==> src/tatlt_pkg.sv <==
`default_nettype none
package tatlt_pkg;

	// Light colors as they appear on the result ports.
	typedef enum logic [1:0] {
		COL_GREEN  = 2'd0,
		COL_ORANGE = 2'd1,
		COL_RED    = 2'd2
	} color_t;

	// Configuration register indexes.
	typedef enum logic [1:0] {
		REG_GREEN_NS    = 2'd0,
		REG_GREEN_EO    = 2'd1,
		REG_ORANGE_TIME = 2'd2,
		REG_ALLRED_TIME = 2'd3
	} reg_idx_t;

	localparam int GREEN_W  = 8;
	localparam int PHASE_W  = 4;
	localparam int TIMER_W  = 9;
	localparam int CFG_DW   = 8;
	localparam int CFG_AW   = 2;

	// Reset values of the configuration registers.
	localparam logic [GREEN_W-1:0] RST_GREEN_NS    = 8'd10;
	localparam logic [GREEN_W-1:0] RST_GREEN_EO    = 8'd10;
	localparam logic [PHASE_W-1:0] RST_ORANGE_TIME = 4'd3;
	localparam logic [PHASE_W-1:0] RST_ALLRED_TIME = 4'd2;

	// Reset values of the two phase timers.
	localparam logic [TIMER_W-1:0] RST_TIMER_NS = {1'b0, RST_GREEN_NS};
	localparam logic [TIMER_W-1:0] RST_TIMER_EO = {1'b0, RST_GREEN_NS}
		+ {5'b00000, RST_ORANGE_TIME} + {5'b00000, RST_ALLRED_TIME};

	typedef struct packed {
		logic [GREEN_W-1:0] green_ns;
		logic [GREEN_W-1:0] green_eo;
		logic [PHASE_W-1:0] orange_time;
		logic [PHASE_W-1:0] allred_time;
	} cfg_t;

endpackage
`default_nettype wire

==> src/two_axis_traffic_light_timer.sv <==
// Two-axis traffic light timer. Each input transfer is one tick; restart high
// reloads the initial phase (north-south green for green_ns ticks, east-west
// red for green_ns + orange_time + allred_time ticks) instead of counting.
// Every tick gives exactly one result carrying both colors (0 green, 1 orange,
// 2 red) and both remaining times after the update. A tick can be taken every
// clock cycle while no result waits on a stalled output; its result passes
// through the input stage and then the light state register, which also serves
// as the result register. Configuration writes are always ready and should be
// made while no tick is in flight.
`default_nettype none
module two_axis_traffic_light_timer
	import tatlt_pkg::*;
(
	input  wire logic               clk,
	input  wire logic               arst_n,
	// Tick input channel
	input  wire logic               in_valid,
	output logic                    in_stall,
	input  wire logic               restart,
	// Result channel
	output logic                    out_valid,
	input  wire logic               out_stall,
	output logic [1:0]              color_ns,
	output logic [1:0]              color_eo,
	output logic [TIMER_W-1:0]      remaining_ns,
	output logic [TIMER_W-1:0]      remaining_eo,
	// Configuration write channel
	input  wire logic               cfg_valid,
	output logic                    cfg_ready,
	input  wire logic [CFG_AW-1:0]  cfg_index,
	input  wire logic [CFG_DW-1:0]  cfg_data
);

	cfg_t               cfg;
	logic               valid_s1;
	logic               restart_s1;
	logic               adv;
	logic               out_valid_q;
	color_t             color_ns_q;
	color_t             color_eo_q;
	logic [TIMER_W-1:0] ns_timer_q;
	logic [TIMER_W-1:0] eo_timer_q;
	color_t             ns_color_tick;
	color_t             eo_color_tick;
	logic [TIMER_W-1:0] ns_timer_tick;
	logic [TIMER_W-1:0] eo_timer_tick;
	logic [TIMER_W-1:0] eo_restart_load;

	assign cfg_ready = 1'b1;

	tatlt_cfg_regs u_cfg_regs (
		.clk       (clk),
		.arst_n    (arst_n),
		.cfg_valid (cfg_valid),
		.cfg_index (cfg_index),
		.cfg_data  (cfg_data),
		.cfg       (cfg)
	);

	// The input stage moves on whenever the result slot is free or drains.
	assign adv      = valid_s1 && (!out_valid_q || !out_stall);
	assign in_stall = valid_s1 && !adv;

	always_ff @(posedge clk or negedge arst_n) begin
		if (!arst_n) begin
			valid_s1 <= 1'b0;
		end else if (!in_stall) begin
			valid_s1 <= in_valid;
		end
	end

	always_ff @(posedge clk) begin
		if (!in_stall && in_valid) begin
			restart_s1 <= restart;
		end
	end

	// Per-axis tick logic.
	tatlt_axis u_axis_ns (
		.color_cur   (color_ns_q),
		.timer_cur   (ns_timer_q),
		.own_green   (cfg.green_ns),
		.other_green (cfg.green_eo),
		.cfg         (cfg),
		.color_nxt   (ns_color_tick),
		.timer_nxt   (ns_timer_tick)
	);

	tatlt_axis u_axis_eo (
		.color_cur   (color_eo_q),
		.timer_cur   (eo_timer_q),
		.own_green   (cfg.green_eo),
		.other_green (cfg.green_ns),
		.cfg         (cfg),
		.color_nxt   (eo_color_tick),
		.timer_nxt   (eo_timer_tick)
	);

	assign eo_restart_load = {1'b0, cfg.green_ns} + {5'b00000, cfg.orange_time}
		+ {5'b00000, cfg.allred_time};

	// Light state; it is also the result register shown on the output.
	always_ff @(posedge clk or negedge arst_n) begin
		if (!arst_n) begin
			color_ns_q <= COL_GREEN;
			color_eo_q <= COL_RED;
			ns_timer_q <= RST_TIMER_NS;
			eo_timer_q <= RST_TIMER_EO;
		end else if (adv) begin
			if (restart_s1) begin
				color_ns_q <= COL_GREEN;
				color_eo_q <= COL_RED;
				ns_timer_q <= {1'b0, cfg.green_ns};
				eo_timer_q <= eo_restart_load;
			end else begin
				color_ns_q <= ns_color_tick;
				color_eo_q <= eo_color_tick;
				ns_timer_q <= ns_timer_tick;
				eo_timer_q <= eo_timer_tick;
			end
		end
	end

	// Result valid flag: set by a new result, cleared by an output transfer.
	always_ff @(posedge clk or negedge arst_n) begin
		if (!arst_n) begin
			out_valid_q <= 1'b0;
		end else if (adv) begin
			out_valid_q <= 1'b1;
		end else if (!out_stall) begin
			out_valid_q <= 1'b0;
		end
	end

	assign out_valid    = out_valid_q;
	assign color_ns     = color_ns_q;
	assign color_eo     = color_eo_q;
	assign remaining_ns = ns_timer_q;
	assign remaining_eo = eo_timer_q;

	// The input side is held back only by a result that is waiting.
	a_stall_cause: assert property (@(posedge clk) disable iff (!arst_n)
		in_stall |-> (valid_s1 && out_valid_q && out_stall))
		else $error("input stalled without a waiting result");

	// An ordinary tick on a running north-south counter keeps the color and counts down.
	a_count_down: assert property (@(posedge clk) disable iff (!arst_n)
		(adv && !restart_s1 && ns_timer_q > 9'd1) |=>
		(color_ns_q == $past(color_ns_q) && ns_timer_q == $past(ns_timer_q) - 9'd1))
		else $error("north-south counter did not count down");

	// A result only appears after the input stage moved on.
	a_no_spurious: assert property (@(posedge clk) disable iff (!arst_n)
		(!out_valid_q && !adv) |=> !out_valid_q)
		else $error("result appeared without a tick");

endmodule
`default_nettype wire

==> src/tatlt_cfg_regs.sv <==
`default_nettype none
module tatlt_cfg_regs
	import tatlt_pkg::*;
(
	input  wire logic              clk,
	input  wire logic              arst_n,
	input  wire logic              cfg_valid,
	input  wire logic [CFG_AW-1:0] cfg_index,
	input  wire logic [CFG_DW-1:0] cfg_data,
	output cfg_t                   cfg
);

	cfg_t cfg_q;

	// A transfer updates the addressed register, truncated to its width.
	always_ff @(posedge clk or negedge arst_n) begin
		if (!arst_n) begin
			cfg_q.green_ns    <= RST_GREEN_NS;
			cfg_q.green_eo    <= RST_GREEN_EO;
			cfg_q.orange_time <= RST_ORANGE_TIME;
			cfg_q.allred_time <= RST_ALLRED_TIME;
		end else if (cfg_valid) begin
			case (reg_idx_t'(cfg_index))
				REG_GREEN_NS:    cfg_q.green_ns    <= cfg_data;
				REG_GREEN_EO:    cfg_q.green_eo    <= cfg_data;
				REG_ORANGE_TIME: cfg_q.orange_time <= cfg_data[PHASE_W-1:0];
				REG_ALLRED_TIME: cfg_q.allred_time <= cfg_data[PHASE_W-1:0];
				default: ;
			endcase
		end
	end

	assign cfg = cfg_q;

endmodule
`default_nettype wire

==> src/tatlt_axis.sv <==
`default_nettype none
module tatlt_axis
	import tatlt_pkg::*;
(
	input  wire color_t             color_cur,
	input  wire logic [TIMER_W-1:0] timer_cur,
	input  wire logic [GREEN_W-1:0] own_green,
	input  wire logic [GREEN_W-1:0] other_green,
	input  wire cfg_t               cfg,
	output color_t               color_nxt,
	output logic [TIMER_W-1:0]   timer_nxt
);

	logic [TIMER_W-1:0] red_load;
	logic               expire;

	// Red lasts two all-red overlaps, one orange and the other axis's green.
	assign red_load = {4'b0000, cfg.allred_time, 1'b0}
		+ {5'b00000, cfg.orange_time} + {1'b0, other_green};

	// A counter at one or zero ends the phase on this tick.
	assign expire = (timer_cur <= 9'd1);

	always_comb begin
		color_nxt = color_cur;
		timer_nxt = timer_cur - 9'd1;
		if (expire) begin
			case (color_cur)
				COL_GREEN: begin
					color_nxt = COL_ORANGE;
					timer_nxt = {5'b00000, cfg.orange_time};
				end
				COL_ORANGE: begin
					color_nxt = COL_RED;
					timer_nxt = red_load;
				end
				COL_RED: begin
					color_nxt = COL_GREEN;
					timer_nxt = {1'b0, own_green};
				end
				default: begin
					color_nxt = COL_GREEN;
					timer_nxt = {1'b0, own_green};
				end
			endcase
		end
	end

endmodule
`default_nettype wire

==> config.mk <==
export PLATFORM = sky130hd
export DESIGN_NAME = two_axis_traffic_light_timer
export DESIGN_NICKNAME = d
export VERILOG_FILES = /design/src/tatlt_pkg.sv /design/src/two_axis_traffic_light_timer.sv /design/src/tatlt_cfg_regs.sv /design/src/tatlt_axis.sv
export SDC_FILE = /design/constraint.sdc
export NUM_CORES = 1
export LEC_CHECK = 0
export BUFFER_PORTS_ARGS = -buffer_cell sky130_fd_sc_hd__buf_2
export CAP_MARGIN = 0
export CELL_PAD_IN_SITES_DETAIL_PLACEMENT = 1
export CELL_PAD_IN_SITES_GLOBAL_PLACEMENT = 1
export CORE_UTILIZATION = 45
export DETAILED_ROUTE_END_ITERATION = 7
export GPL_TIMING_DRIVEN = 1
export PLACE_DENSITY = 0.81
export SKIP_LAST_GASP = 1
export SYNTH_ARGS = -nofsm -noshare
export SYNTH_HDL_FRONTEND = slang
export SYNTH_SLANG_ARGS = --single-unit
export TNS_END_PERCENT = 30
==> constraint.sdc <==
create_clock -name clk -period 7.99 [get_ports clk]
set_input_delay 1.598 -clock clk [delete_from_list [all_inputs] [get_ports clk]]
set_output_delay 1.598 -clock clk [all_outputs]
set_load 0.03 [all_outputs]
==> summary.txt, run 1 <==
Status
  • Status: complete, no violations

Timing
  • Final min period: 3.660 ns
  • Fmax: 273.2 MHz
  • Setup TNS: 0 ns
  • Unrepaired setup endpoints after global routing: false
  • Final hold violation count: 0
  • Slew Limit Fails: 0
  • Worst Clk Skew: 0.008058 ns
  • Final Cycle Share: 45.81%
  • Slew HR: 28.35%
  • Final setup violation count: 0
  • Least-Margin Pin Slew: 1.075 ns

Routing
  • Vias: 3178
  • Drt first-iter violations: 175
  • Post-route DRC: 0
  • Drt wl/cell: 19.35 um
  • Post-DRT Antenna Nets: 0
  • Vias per inst: 6.008
  • Final wirelength: 10240 um
  • Initial DRT Pass Iterations: 4

Power and ir drop
  • P_sw: 633.7 uW
  • Logic pwr share: 54.8%
  • Max VDD drop: 0.1303 mV
  • Clock power frac: 11.3%
  • Seq pwr share: 33.9%
  • Pint: 697.9 uW
  • Leakage power: 0.001752 uW
  • Sw Ratio: 47.59%
  • P per Cell Area: 328.9 nW/um^2

Synthesis
  • Synth top area cells: dfrtp_1 23%, dfstp_2 9.9%, ha_1 7.7%, mux2_2 6.3%, o21ai_0 4.8%
  • Number of synthesized register bits: 49
  • Mapped Area: 3730 um^2
  • Post-synth ARST share: 97.96%
  • Netlist cell types: 59
  • EDFF count, synth: 1
  • Main synth FF type: dfrtp_1
  • Top cells by count, synth: 36 x o21ai_0, 34 x dfrtp_1, 28 x a21oi_1
  • Post-synthesis sequential area ratio: 33.48%
  • Share of Yosys cell area claimed by the top area cell type: 22.81%
  • Area leader, netlist: dfrtp_1
  • Post-Syn Nets: 447
  • YS warnings: 0
  • Syn Area/Cell: 9.325 um^2
  • Synth Instances: 400
  • Most common cell in the netlist: o21ai_0

Critical path
  • CP cell instances: buf_2 -> nand3_1 -> inv_1 -> buf_2
  • Worst path bufs/invs: 3
  • CP Data Required Time: 6.39 ns
  • Crit-path max FO: 3
  • CP max stage delay: 0.19 ns
  • Largest delay share family, worst path: buffers and inverters
  • Critical path's most frequent cell: buf_2
  • Reg2reg setup slack: 4.84 ns
  • Setup crit end kind: output port
  • Setup Crit Path Kind: primary input to output port
  • Slowest CP cell: buf_2
  • Launching element type of the critical path: primary input
  • Data arrival, critical path: 2.06 ns

GRT
  • Initial antenna violation count: 0
  • Grt ovf: 0
  • GRT Util Overall: 25.58%
  • Largest net degree at the start of global routing: 49
  • Via count of the first global-routing pass: 3313
  • Global-route wire length before repair: 17110 um

Cells and area
  • Filler instances: 962
  • Fin nets: 473
  • Area of the multi-input gates: 2293 um^2
  • Non-filler cells, final: 529
  • Area grow syn2layout: 8.554%
  • Diode count: 0
  • Layout cells sized above 1: 21.55%
  • Register area: 1249 um^2

Floorplan
  • Core area: 7888 um^2
  • Starting Density: 47.29%
  • Die ar.: 8656 um^2
  • Chip width: 93.04 um
  • Std cell rows: 32
  • Top-level I/O count: 41
  • Die Span Y: 93.04 um

Worst hold path
  • Hold WC Path Type: flip-flop to flip-flop

Clock tree
  • Post-CTS Setup Repair Bufs: 0
  • CTS buffer count: 5
  • Clock Path Buffers: 2
  • CTS Sinks: 49
  • CTS resizes: 0
  • H-Tree Depth: 2
  • Hold-fix buffers, CTS: 0
  • CTS root buf: clkbuf_8
  • Latest clock arrival within the worst-skew pair: 0.31 ns
  • CTS tree: yes
  • Clock transition at path regs: 0.09 ns

Place
  • PortBufs: 39
  • Placer's final routability congestion estimate: 0.8667
  • Post-DP HPWL: 7784 um
  • DP Cell Count: 521

Run
  • Maximum capacitance violations: 0
==> sequential cells by signal, indices dropped and copies added, names as in the netlist <==
register / flops
u_cfg_regs.cfg: 24
remaining_eo: 9
remaining_ns: 9
color_eo: 2
color_ns: 2
out_valid: 1
restart_s1: 1
valid_s1: 1
==> layout make-up <==
type / count / share of cell area, %
clock buffers: 6 / 1.792
clock inverters: 2 / 0.3399
inverters: 24 / 2.225
multi-input cells: 306 / 56.64
flip-flops and latches: 49 / 30.84
well taps: 102 / 3.152
repair buffers: 40 / 5.006
==> layout by cell type (no fill, tap or decap), types with 4 or more instances in the layout <==
master / n
inv_1: 24
nor2_1: 19
xor2_1: 10
fa_1: 8
nand2_1: 24
mux2i_1: 6
a221oi_1: 6
a211oi_1: 12
a21o_1: 5
nor4_1: 4
nor3_1: 6
nand2b_1: 7
buf_2: 39
dfrtp_1: 34
and3_1: 7
a31oi_1: 4
dfstp_2: 14
ha_1: 23
nand3_1: 10
o21ai_0: 36
clkbuf_8: 5
nor2b_1: 7
a21oi_1: 28
xnor2_1: 15
mux2_2: 21
==> power groups by stage <==
stage	registers [uW]	clock network, uW	logic, uW
CTS	451	156	730
global placement	450	0	700
detailed placement	455	0	722
global route	465	163	812
floorplan	490	0	493
finish	452	150	729
==> layer usage <==
| metal | vias to the layer above | GRT usage (%) | wire (um) |
|---|---|---|---|
| met4 | 0 | 6.667 | 163 |
| met1 | 1588 | 34.09 | 4721 |
| li1 | 1500 | - | - |
| met2 | 77 | 42.46 | 4858 |
| met5 | - | 0 | 0 |
| met3 | 13 | 5.041 | 493 |
==> worst paths after layout <==
kind                                               start                        endpoint  cells past startpoint
setup / recovery                               out_stall                        in_stall                      4
hold / removal                      valid_s1$_DFFE_PN0N_           out_valid$_DFFE_PN0P_                      1
setup reg to reg           u_cfg_regs.cfg[5]$_DFFE_PN1P_     remaining_ns[7]$_DFFE_PN0P_                      9
hold reg to reg                     valid_s1$_DFFE_PN0N_           out_valid$_DFFE_PN0P_                      1
max in group asynchronous                         arst_n  u_cfg_regs.cfg[22]$_DFFE_PN0P_                      1
min in group asynchronous                         arst_n  u_cfg_regs.cfg[16]$_DFFE_PN0P_                      1
==> cell families after synthesis <==
| logic type | after synthesis | synth area share [%] |
|---|---|---|
| other | 1 | 0.1005 |
| flip-flops | 49 | 33.48 |
| XOR/XNOR | 25 | 5.871 |
| adder cells (fa/ha/maj) | 31 | 12.01 |
| buffers and inverters | 45 | 5.032 |
| multiplexers | 27 | 7.951 |
| AO/OA/AOI/OAI | 121 | 21.20 |
| AND/OR/NAND/NOR | 101 | 14.36 |
==> stage by stage <==
| stage | setup slack [ns] | cell area [um^2] | power, uW | hold WS, ns | utilization [%] |
|---|---|---|---|---|---|
| 6_report | 4.330 | 4049 | 1332 | 0.5398 | 51.33 |
| 5_1_grt | 4.274 | 4049 | 1441 | 0.5700 | 51.33 |
| 4_1_cts | 4.312 | 4049 | 1337 | 0.5531 | 51.33 |
| 3_5_place_dp | 4.315 | 3963 | 1177 | 0.5314 | 50.24 |
| 3_3_place_gp | 4.373 | 3963 | 1150 | 0.5192 | 50.24 |
| 2_1_floorplan | 4.481 | 3730 | 983.0 | 0.4857 | - |
Note: power is estimated with default switching activity, not from simulation.
==> inputs of run 2 (changes only) <==
==> constraint.sdc (replaced) <==
create_clock -name clk -period 3.61 [get_ports clk]
set_input_delay 0.722 -clock clk [delete_from_list [all_inputs] [get_ports clk]]
set_output_delay 0.722 -clock clk [all_outputs]
set_load 0.03 [all_outputs]
==> run 2 against run 1 <==
  * Worst setup slack worse by 3.7 ns
  * Sequential power rose by 120%
  * Critical path type is now flip-flop to flip-flop
  * Clock skew rose by 0.0068 ns
  * Die area unchanged
  * Register-to-register slack worse by 4.3 ns
==> summary.txt, run 2 (synthesized netlist as in run 1, its figures left out) <==
Status
  • Status: complete, no violations

Cells and area
  • Most frequent cells in the layout: 39 x buf_2, 36 x o21ai_0, 34 x dfrtp_1, 28 x a21oi_1
  • Diode count: 0 (unchanged)
  • Fin nets: 475 (+0.42%)
  • Commonest non-fill, non-tap cell in the layout: buf_2
  • Post-layout utilization of the core: 51.79% (+0.46 points)
  • Largest register FFs: 24 (unchanged)
  • Area grow syn2layout: 9.527%
  • Final instance area: 4085 um^2 (+0.90%)
  • Layout cells sized above 1: 22.14% (+0.60 points)

Routing
  • Drt first-iter violations: 150 (-14%)
  • Drt wl/cell: 19.93 um (+3.0%)
  • Vias per inst: 6.068 (+1.0%)
  • Vias: 3222 (+1.4%)
  • Final wirelength: 10580 um (+3.4%)
  • Initial DRT Pass Iterations: 4 (unchanged)
  • Post-DRT Antenna Nets: 0 (unchanged)
  • Post-route DRC: 0 (unchanged)

Floorplan
  • Die ar.: 8656 um^2 (unchanged)
  • Chip width: 93.04 um (unchanged)
  • Core area: 7888 um^2 (unchanged)
  • Die Span Y: 93.04 um (unchanged)
  • Top-level I/O count: 41 (unchanged)
  • Starting Density: 47.29% (unchanged)
  • Std cell rows: 32 (unchanged)

Timing
  • Least-Margin Pin Slew: 1.073 ns (-0.001823 ns)
  • Fin worst setup slack: 0.5887 ns (-3.741 ns)
  • Final min period: 3.021 ns
  • Slew Limit Fails: 0 (unchanged)
  • Final setup violation count: 0 (unchanged)
  • Slew HR: 28.48% (+0.12 points)
  • Worst Clk Skew: 0.01481 ns (+0.006750 ns)
  • Final Cycle Share: 83.69%
  • Setup TNS: 0 ns (unchanged)
  • Fmax: 331.0 MHz
  • Unrepaired setup endpoints after global routing: false
  • Final hold violation count: 0 (unchanged)

Critical path
  • CP cell instances: ha_1 -> a21o_1 -> a21oi_1 -> xnor2_1 -> ha_1 -> a21o_1 -> a21oi_1 -> nand2_1 -> xnor2_1 -> a221oi_1 -> o21ai_0
  • CP max stage delay: 0.61 ns (+0.42 ns)
  • Launching element type of the critical path: flip-flop
  • Setup crit end kind: flip-flop
  • Crit-path max FO: 5 (+2)
  • Setup Crit Path Kind: flip-flop to flip-flop
  • Reg2reg setup slack: 0.59 ns (-4.25 ns)
  • CP Data Required Time: 3.79 ns (-2.60 ns)
  • Data arrival, critical path: 3.21 ns (+1.15 ns)
  • Slowest CP cell: dfstp_2

Worst hold path
  • Hold WC Path Type: flip-flop to flip-flop

Clock tree
  • H-Tree Depth: 2 (unchanged)
  • CTS Sinks: 49 (unchanged)
  • Post-CTS Setup Repair Bufs: 0 (unchanged)
  • CTS tree: yes
  • CTS root buf: clkbuf_8
  • Latest clock arrival within the worst-skew pair: 0.31 ns (about the same)
  • CTS resizes: 0 (unchanged)
  • CTS buffer count: 5 (unchanged)
  • Clock Path Buffers: 2 (unchanged)
  • Clock transition at path regs: 0.10 ns (about the same)
  • Hold-fix buffers, CTS: 0 (unchanged)

Place
  • Post-Place Setup Slack: 0.6732 ns (-3.641 ns)
  • Post-DP Area: 3978 um^2 (+0.38%)
  • Placer's final routability congestion estimate: 0.9159 (+5.7%)
  • Post-DP HPWL: 8135 um (+4.5%)
  • PortBufs: 39 (unchanged)

GRT
  • GRT met1 Usage: 36.68% (+2.6 points)
  • Largest net degree at the start of global routing: 46 (-6.1%)
  • Initial antenna violation count: 0 (unchanged)
  • GRT Util Overall: 26.52% (+0.95 points)
  • Via count of the first global-routing pass: 3386 (+2.2%)
  • GRT busiest layer: met2
  • Global-route wire length before repair: 17810 um (+4.1%)
  • Grt ovf: 0 (unchanged)
  • Met2 Use GR: 43.87% (+1.4 points)
  • GR Layer Usage met3: 3.496% (-1.5 points)

Power and ir drop
  • P per Cell Area: 738.7 nW/um^2 (+120%)
  • Overall power: 3018 uW (+130%)
  • Leakage power: 0.001772 uW (+1.2%)
  • Max VDD drop: 0.3197 mV (+150%)

Run
  • Maximum capacitance violations: 0 (unchanged)
run 2: layer usage:
metal | vias up | wire [um]
met5 | - | 0
met4 | 0 | 189
met3 | 15 | 404
met2 | 77 | 5061
met1 | 1625 | 4926
li1 | 1505 | -
run 2: power by group:
part	internal, uW	switching, uW
Combinational	681	958
Sequential	730	267
Clock	180	201
run 2: critical path: cells and delay by family, from the launching register on:
kind	cells	cell delay (ns)
flops	1	0.61
xor+xnor	2	0.33
compound gates	6	1.28
fa+ha+maj	2	0.57
simple gates	1	0.11
run 2: worst paths after layout:
check / startpoint / to / cells past startpoint
min in group asynchronous: arst_n / remaining_eo[6]$_DFFE_PN0P_ / 1
max in group asynchronous: arst_n / remaining_eo[3]$_DFFE_PN1P_ / 2
max reg2reg: u_cfg_regs.cfg[1]$_DFFE_PN1P_ / remaining_eo[6]$_DFFE_PN0P_ / 11
max: u_cfg_regs.cfg[1]$_DFFE_PN1P_ / remaining_eo[6]$_DFFE_PN0P_ / 11
min reg2reg: valid_s1$_DFFE_PN0N_ / out_valid$_DFFE_PN0P_ / 1
min: valid_s1$_DFFE_PN0N_ / out_valid$_DFFE_PN0P_ / 1
run 2: final cells by class:
type / count / area [um^2]
multi-input cells: 306 / 2293
inverters: 24 / 90.09
repair buffers: 42 / 217.7
fillers: 939 / 3802
clock buffers: 6 / 93.84
well taps: 102 / 127.6
clock inverters: 2 / 13.76
flip-flops and latches: 49 / 1249
run 2: metrics by stage:
step	cells	hold WS, ns
detailed placement	523	0.5287
finish	531	0.5461
floorplan	400	0.4264
global route	531	0.5705
global placement	523	0.5119
CTS	531	0.5522
==> inputs of run 3 (changes only) <==
--- a/config.mk
+++ b/config.mk
@@ -5,14 +5,15 @@
 export SDC_FILE = /design/constraint.sdc
 export NUM_CORES = 1
 export LEC_CHECK = 0
+export ABC_AREA = 1
 export BUFFER_PORTS_ARGS = -buffer_cell sky130_fd_sc_hd__buf_2
 export CAP_MARGIN = 0
 export CELL_PAD_IN_SITES_DETAIL_PLACEMENT = 1
 export CELL_PAD_IN_SITES_GLOBAL_PLACEMENT = 1
-export CORE_UTILIZATION = 45
+export CORE_UTILIZATION = 43
 export DETAILED_ROUTE_END_ITERATION = 7
 export GPL_TIMING_DRIVEN = 1
-export PLACE_DENSITY = 0.81
+export PLACE_DENSITY = 0.82
 export SKIP_LAST_GASP = 1
 export SYNTH_ARGS = -nofsm -noshare
 export SYNTH_HDL_FRONTEND = slang
==> constraint.sdc (replaced) <==
create_clock -name clk -period 2.9 [get_ports clk]
set_input_delay 0.58 -clock clk [delete_from_list [all_inputs] [get_ports clk]]
set_output_delay 0.58 -clock clk [all_outputs]
set_load 0.03 [all_outputs]
==> run 3 against run 2 <==
  * Total power increased by 15%
  * Critical path type unchanged
  * Critical endpoint is now remaining_eo[4]$_DFFE_PN0P_
  * Synthesized cell count is 35% higher
  * Cell area grew 4.0%
  * Utilization decreased by 3.1 points
  * Critical path depth decreased by 1
  * Clock power is 17% higher
  * Via count rose by 15%
  * Count of clock-buffer cells in the layout fell by 1
  * Sequential cell count is the same
  * Synthesized area increased by 3.9%
  * Clock skew decreased by 0.0013 ns
  * Register-to-register slack lost 0.32 ns
  * Largest cell class unchanged
==> summary.txt, run 3 <==
Status
  • Status: complete, no violations

Floorplan
  • Die Span Y: 96.95 um (+4.2%)
  • Chip width: 96.95 um (+4.2%)
  • Core area: 8721 um^2 (+11%)
  • Std cell rows: 34 (+6.3%)
  • Starting Density: 44.45% (-2.8 points)
  • Die ar.: 9398 um^2 (+8.6%)
  • Top-level I/O count: 41 (unchanged)

Timing
  • Least-Margin Pin Slew: 0.8256 ns (-0.2473 ns)
  • Final hold violation count: 0 (unchanged)
  • Worst Clk Skew: 0.01352 ns (-0.001287 ns)
  • Slew HR: 44.96% (+16 points)
  • Slew Limit Fails: 0 (unchanged)
  • Unrepaired setup endpoints after global routing: false
  • Final setup violation count: 0 (unchanged)
  • Final Cycle Share: 90.64% (+6.9 points)
  • Final min period: 2.629 ns (-0.3927 ns)
  • Setup TNS: 0 ns (unchanged)
  • Fmax: 380.4 MHz (+15%)

Clock tree
  • Clock Path Buffers: 2 (unchanged)
  • Latest clock arrival within the worst-skew pair: 0.33 ns (+0.02 ns)
  • Post-CTS Setup Repair Bufs: 0 (unchanged)
  • CTS Sinks: 49 (unchanged)
  • CTS buffer count: 5 (unchanged)
  • CTS tree: yes
  • H-Tree Depth: 2 (unchanged)
  • Clock transition at path regs: 0.11 ns (about the same)
  • CTS root buf: clkbuf_8

GRT
  • Grt ovf: 0 (unchanged)
  • Via count of the first global-routing pass: 3926 (+16%)
  • Largest net degree at the start of global routing: 49 (+6.5%)
  • Initial antenna violation count: 0 (unchanged)
  • Global-route wire length before repair: 19930 um (+12%)
  • GRT Util Overall: 26.41% (-0.12 points)

Run
  • Maximum capacitance violations: 0 (unchanged)

Cells and area
  • Layout cells sized above 1: 16.78% (-5.4 points)
  • Fin nets: 624 (+31%)
  • Area of the multi-input gates: 2280 um^2 (-0.60%)
  • Diode count: 0 (unchanged)
  • Area grow syn2layout: 9.619% (about the same)
  • Filler instances: 1146 (+22%)
  • Most frequent cells in the layout: 145 x nand2_1, 61 x inv_1, 51 x o21ai_0, 42 x nor2_1, 39 x buf_2
  • Largest register FFs: 24 (unchanged)
  • Final instance area: 4249 um^2 (+4.0%)
  • Register area: 1249 um^2 (unchanged)
  • Commonest non-fill, non-tap cell in the layout: nand2_1

Power and ir drop
  • P per Cell Area: 813.2 nW/um^2 (+10%)
  • Leakage power: 0.002121 uW (+20%)
  • Max VDD drop: 0.3581 mV (+12%)

Synthesis
  • YS warnings: 0 (unchanged)
  • Post-synthesis sequential area ratio: 32.21% (-1.3 points)
  • EDFF count, synth: 1 (unchanged)
  • Mapped Area: 3876 um^2 (+3.9%)
  • Netlist cell types: 44 (-25%)
  • Synth top area cells: dfrtp_1 22%, nand2_1 14%, dfstp_2 9.5%, ha_1 7.4%, o21ai_0 6.6%
  • Most common cell in the netlist: nand2_1
  • Post-Syn Nets: 587 (+31%)
  • Area leader, netlist: dfrtp_1
  • Syn Area/Cell: 7.178 um^2 (-23%)
  • Main synth FF type: dfrtp_1
  • Share of Yosys cell area claimed by the top area cell type: 21.95% (-0.86 points)
  • Top cells by count, synth: 145 x nand2_1, 61 x inv_1, 51 x o21ai_0
  • Synth Instances: 540 (+35%)
  • Number of synthesized register bits: 49 (unchanged)
  • Post-synth ARST share: 97.96% (unchanged)

Critical path
  • Launching element type of the critical path: flip-flop
  • CP Data Required Time: 3.13 ns (-0.66 ns)
  • Setup Crit Path Kind: flip-flop to flip-flop
  • Crit-path max FO: 3 (-2)
  • Data arrival, critical path: 2.86 ns (-0.35 ns)
  • Reg2reg setup slack: 0.27 ns (-0.32 ns)
  • Largest delay share family, worst path: adder cells
  • Worst path bufs/invs: 0 (unchanged)
  • Setup crit end kind: flip-flop
  • CP max stage delay: 0.42 ns (-0.19 ns)
  • CP cell instances: ha_1 -> fa_1 -> xor2_1 -> ha_1 -> or2_1 -> and2_1 -> nor2_1 -> o21ai_0 -> a21oi_1 -> nor2_1
  • Slowest CP cell: dfrtp_1

Place
  • Post-DP HPWL: 9250 um (+14%)
  • PortBufs: 39 (unchanged)
  • Placer's final routability congestion estimate: 0.9191 (+0.35%)
  • Post-DP Area: 4155 um^2 (+4.5%)

Routing
  • Post-DRT Antenna Nets: 0 (unchanged)
  • Vias per inst: 5.423 (-11%)
  • Post-route DRC: 0 (unchanged)
  • Final wirelength: 11800 um (+11%)
  • Initial DRT Pass Iterations: 4 (unchanged)
  • Drt wl/cell: 17.20 um (-14%)
  • Drt first-iter violations: 149 (-0.67%)
  • Vias: 3720 (+15%)

Worst hold path
  • Hold WC Path Type: primary input to async pin
run 3: changes by cell type in the layout (fill, tap and decap cells not counted), moves of 12 or more:
cell / delta
o21ai_0: +15
inv_1: +37
mux2_2: -21
nand2_1: +121
nor2_1: +23
a211oi_1: -12
xnor2_1: -12
nand3_1: +26
run 3: metal layers:
layer | vias up | wire, um | GRT usage, %
li1 | 1827 | - | -
met1 | 1789 | 5442 | 34.79
met2 | 87 | 5594 | 45.07
met3 | 17 | 474 | 3.251
met4 | 0 | 285 | 8.266
met5 | - | 0 | 0
run 3: metrics by stage:
| step | hold slack [ns] | total power (uW) | worst slack (ns) | instances | util (%) |
|---|---|---|---|---|---|
| floorplan | 0.2844 | 2455 | 0.6013 | 540 | - |
| global placement | 0.4615 | 2913 | 0.3797 | 678 | 47.65 |
| detailed placement | 0.5033 | 2994 | 0.3016 | 678 | 47.65 |
| CTS | 0.3764 | 3453 | 0.2701 | 686 | 48.68 |
| global route | 0.4154 | 3734 | 0.05576 | 686 | 48.72 |
| finish | 0.3460 | 3455 | 0.2714 | 686 | 48.72 |
run 3: final timing paths:
path                                                    start                       endpoint  depth (start not counted)
worst max-delay path            u_cfg_regs.cfg[0]$_DFFE_PN0P_    remaining_eo[4]$_DFFE_PN0P_                         10
worst min-delay path                                   arst_n    remaining_eo[5]$_DFFE_PN0P_                          2
worst max register to register  u_cfg_regs.cfg[0]$_DFFE_PN0P_    remaining_eo[4]$_DFFE_PN0P_                         10
worst min register to register           valid_s1$_DFFE_PN0N_          out_valid$_DFFE_PN0P_                          2
max in group asynchronous                              arst_n  u_cfg_regs.cfg[0]$_DFFE_PN0P_                          2
min in group clk                                      restart           restart_s1$_DFFE_PP_                          1
run 3: final cells by class:
cell class / count / area share, %
repair buffers: 44 / 5.477
clock inverters: 3 / 0.5006
multi-input cells: 407 / 53.65
well taps: 108 / 3.180
flip-flops and latches: 49 / 29.39
clock buffers: 5 / 1.620
inverters: 70 / 6.184
run 3: power breakdown:
| group | switching [uW] | leakage (uW) | total (uW) | internal [uW] |
|---|---|---|---|---|
| logic | 1190 | 0.00150 | 1830 | 640 |
| registers | 285 | 0.000577 | 1180 | 897 |
| clock network | 273 | 0.0000445 | 445 | 172 |
| total | 1750 | 0.00212 | 3460 | 1710 |
run 3: kinds of logic (layout without fill, tap and decap cells):
logic type	after synthesis	in the layout	synth area share [%]
adders and majority gates	31	31	11.56
other	1	1	0.09674
buffers and inverters	84	122	9.070
DFF	49	49	32.21
AOI/OAI and AO/OA	110	110	15.95
xor gates and xnor gates	11	11	2.486
and+or+nand+nor	254	254	28.63
run 3: timing repair:
item	CTS	global route
hold buffers	0	0
hold endpoints to repair	0	0
endpoints found under the setup margin	0	1
resized for setup	0	1
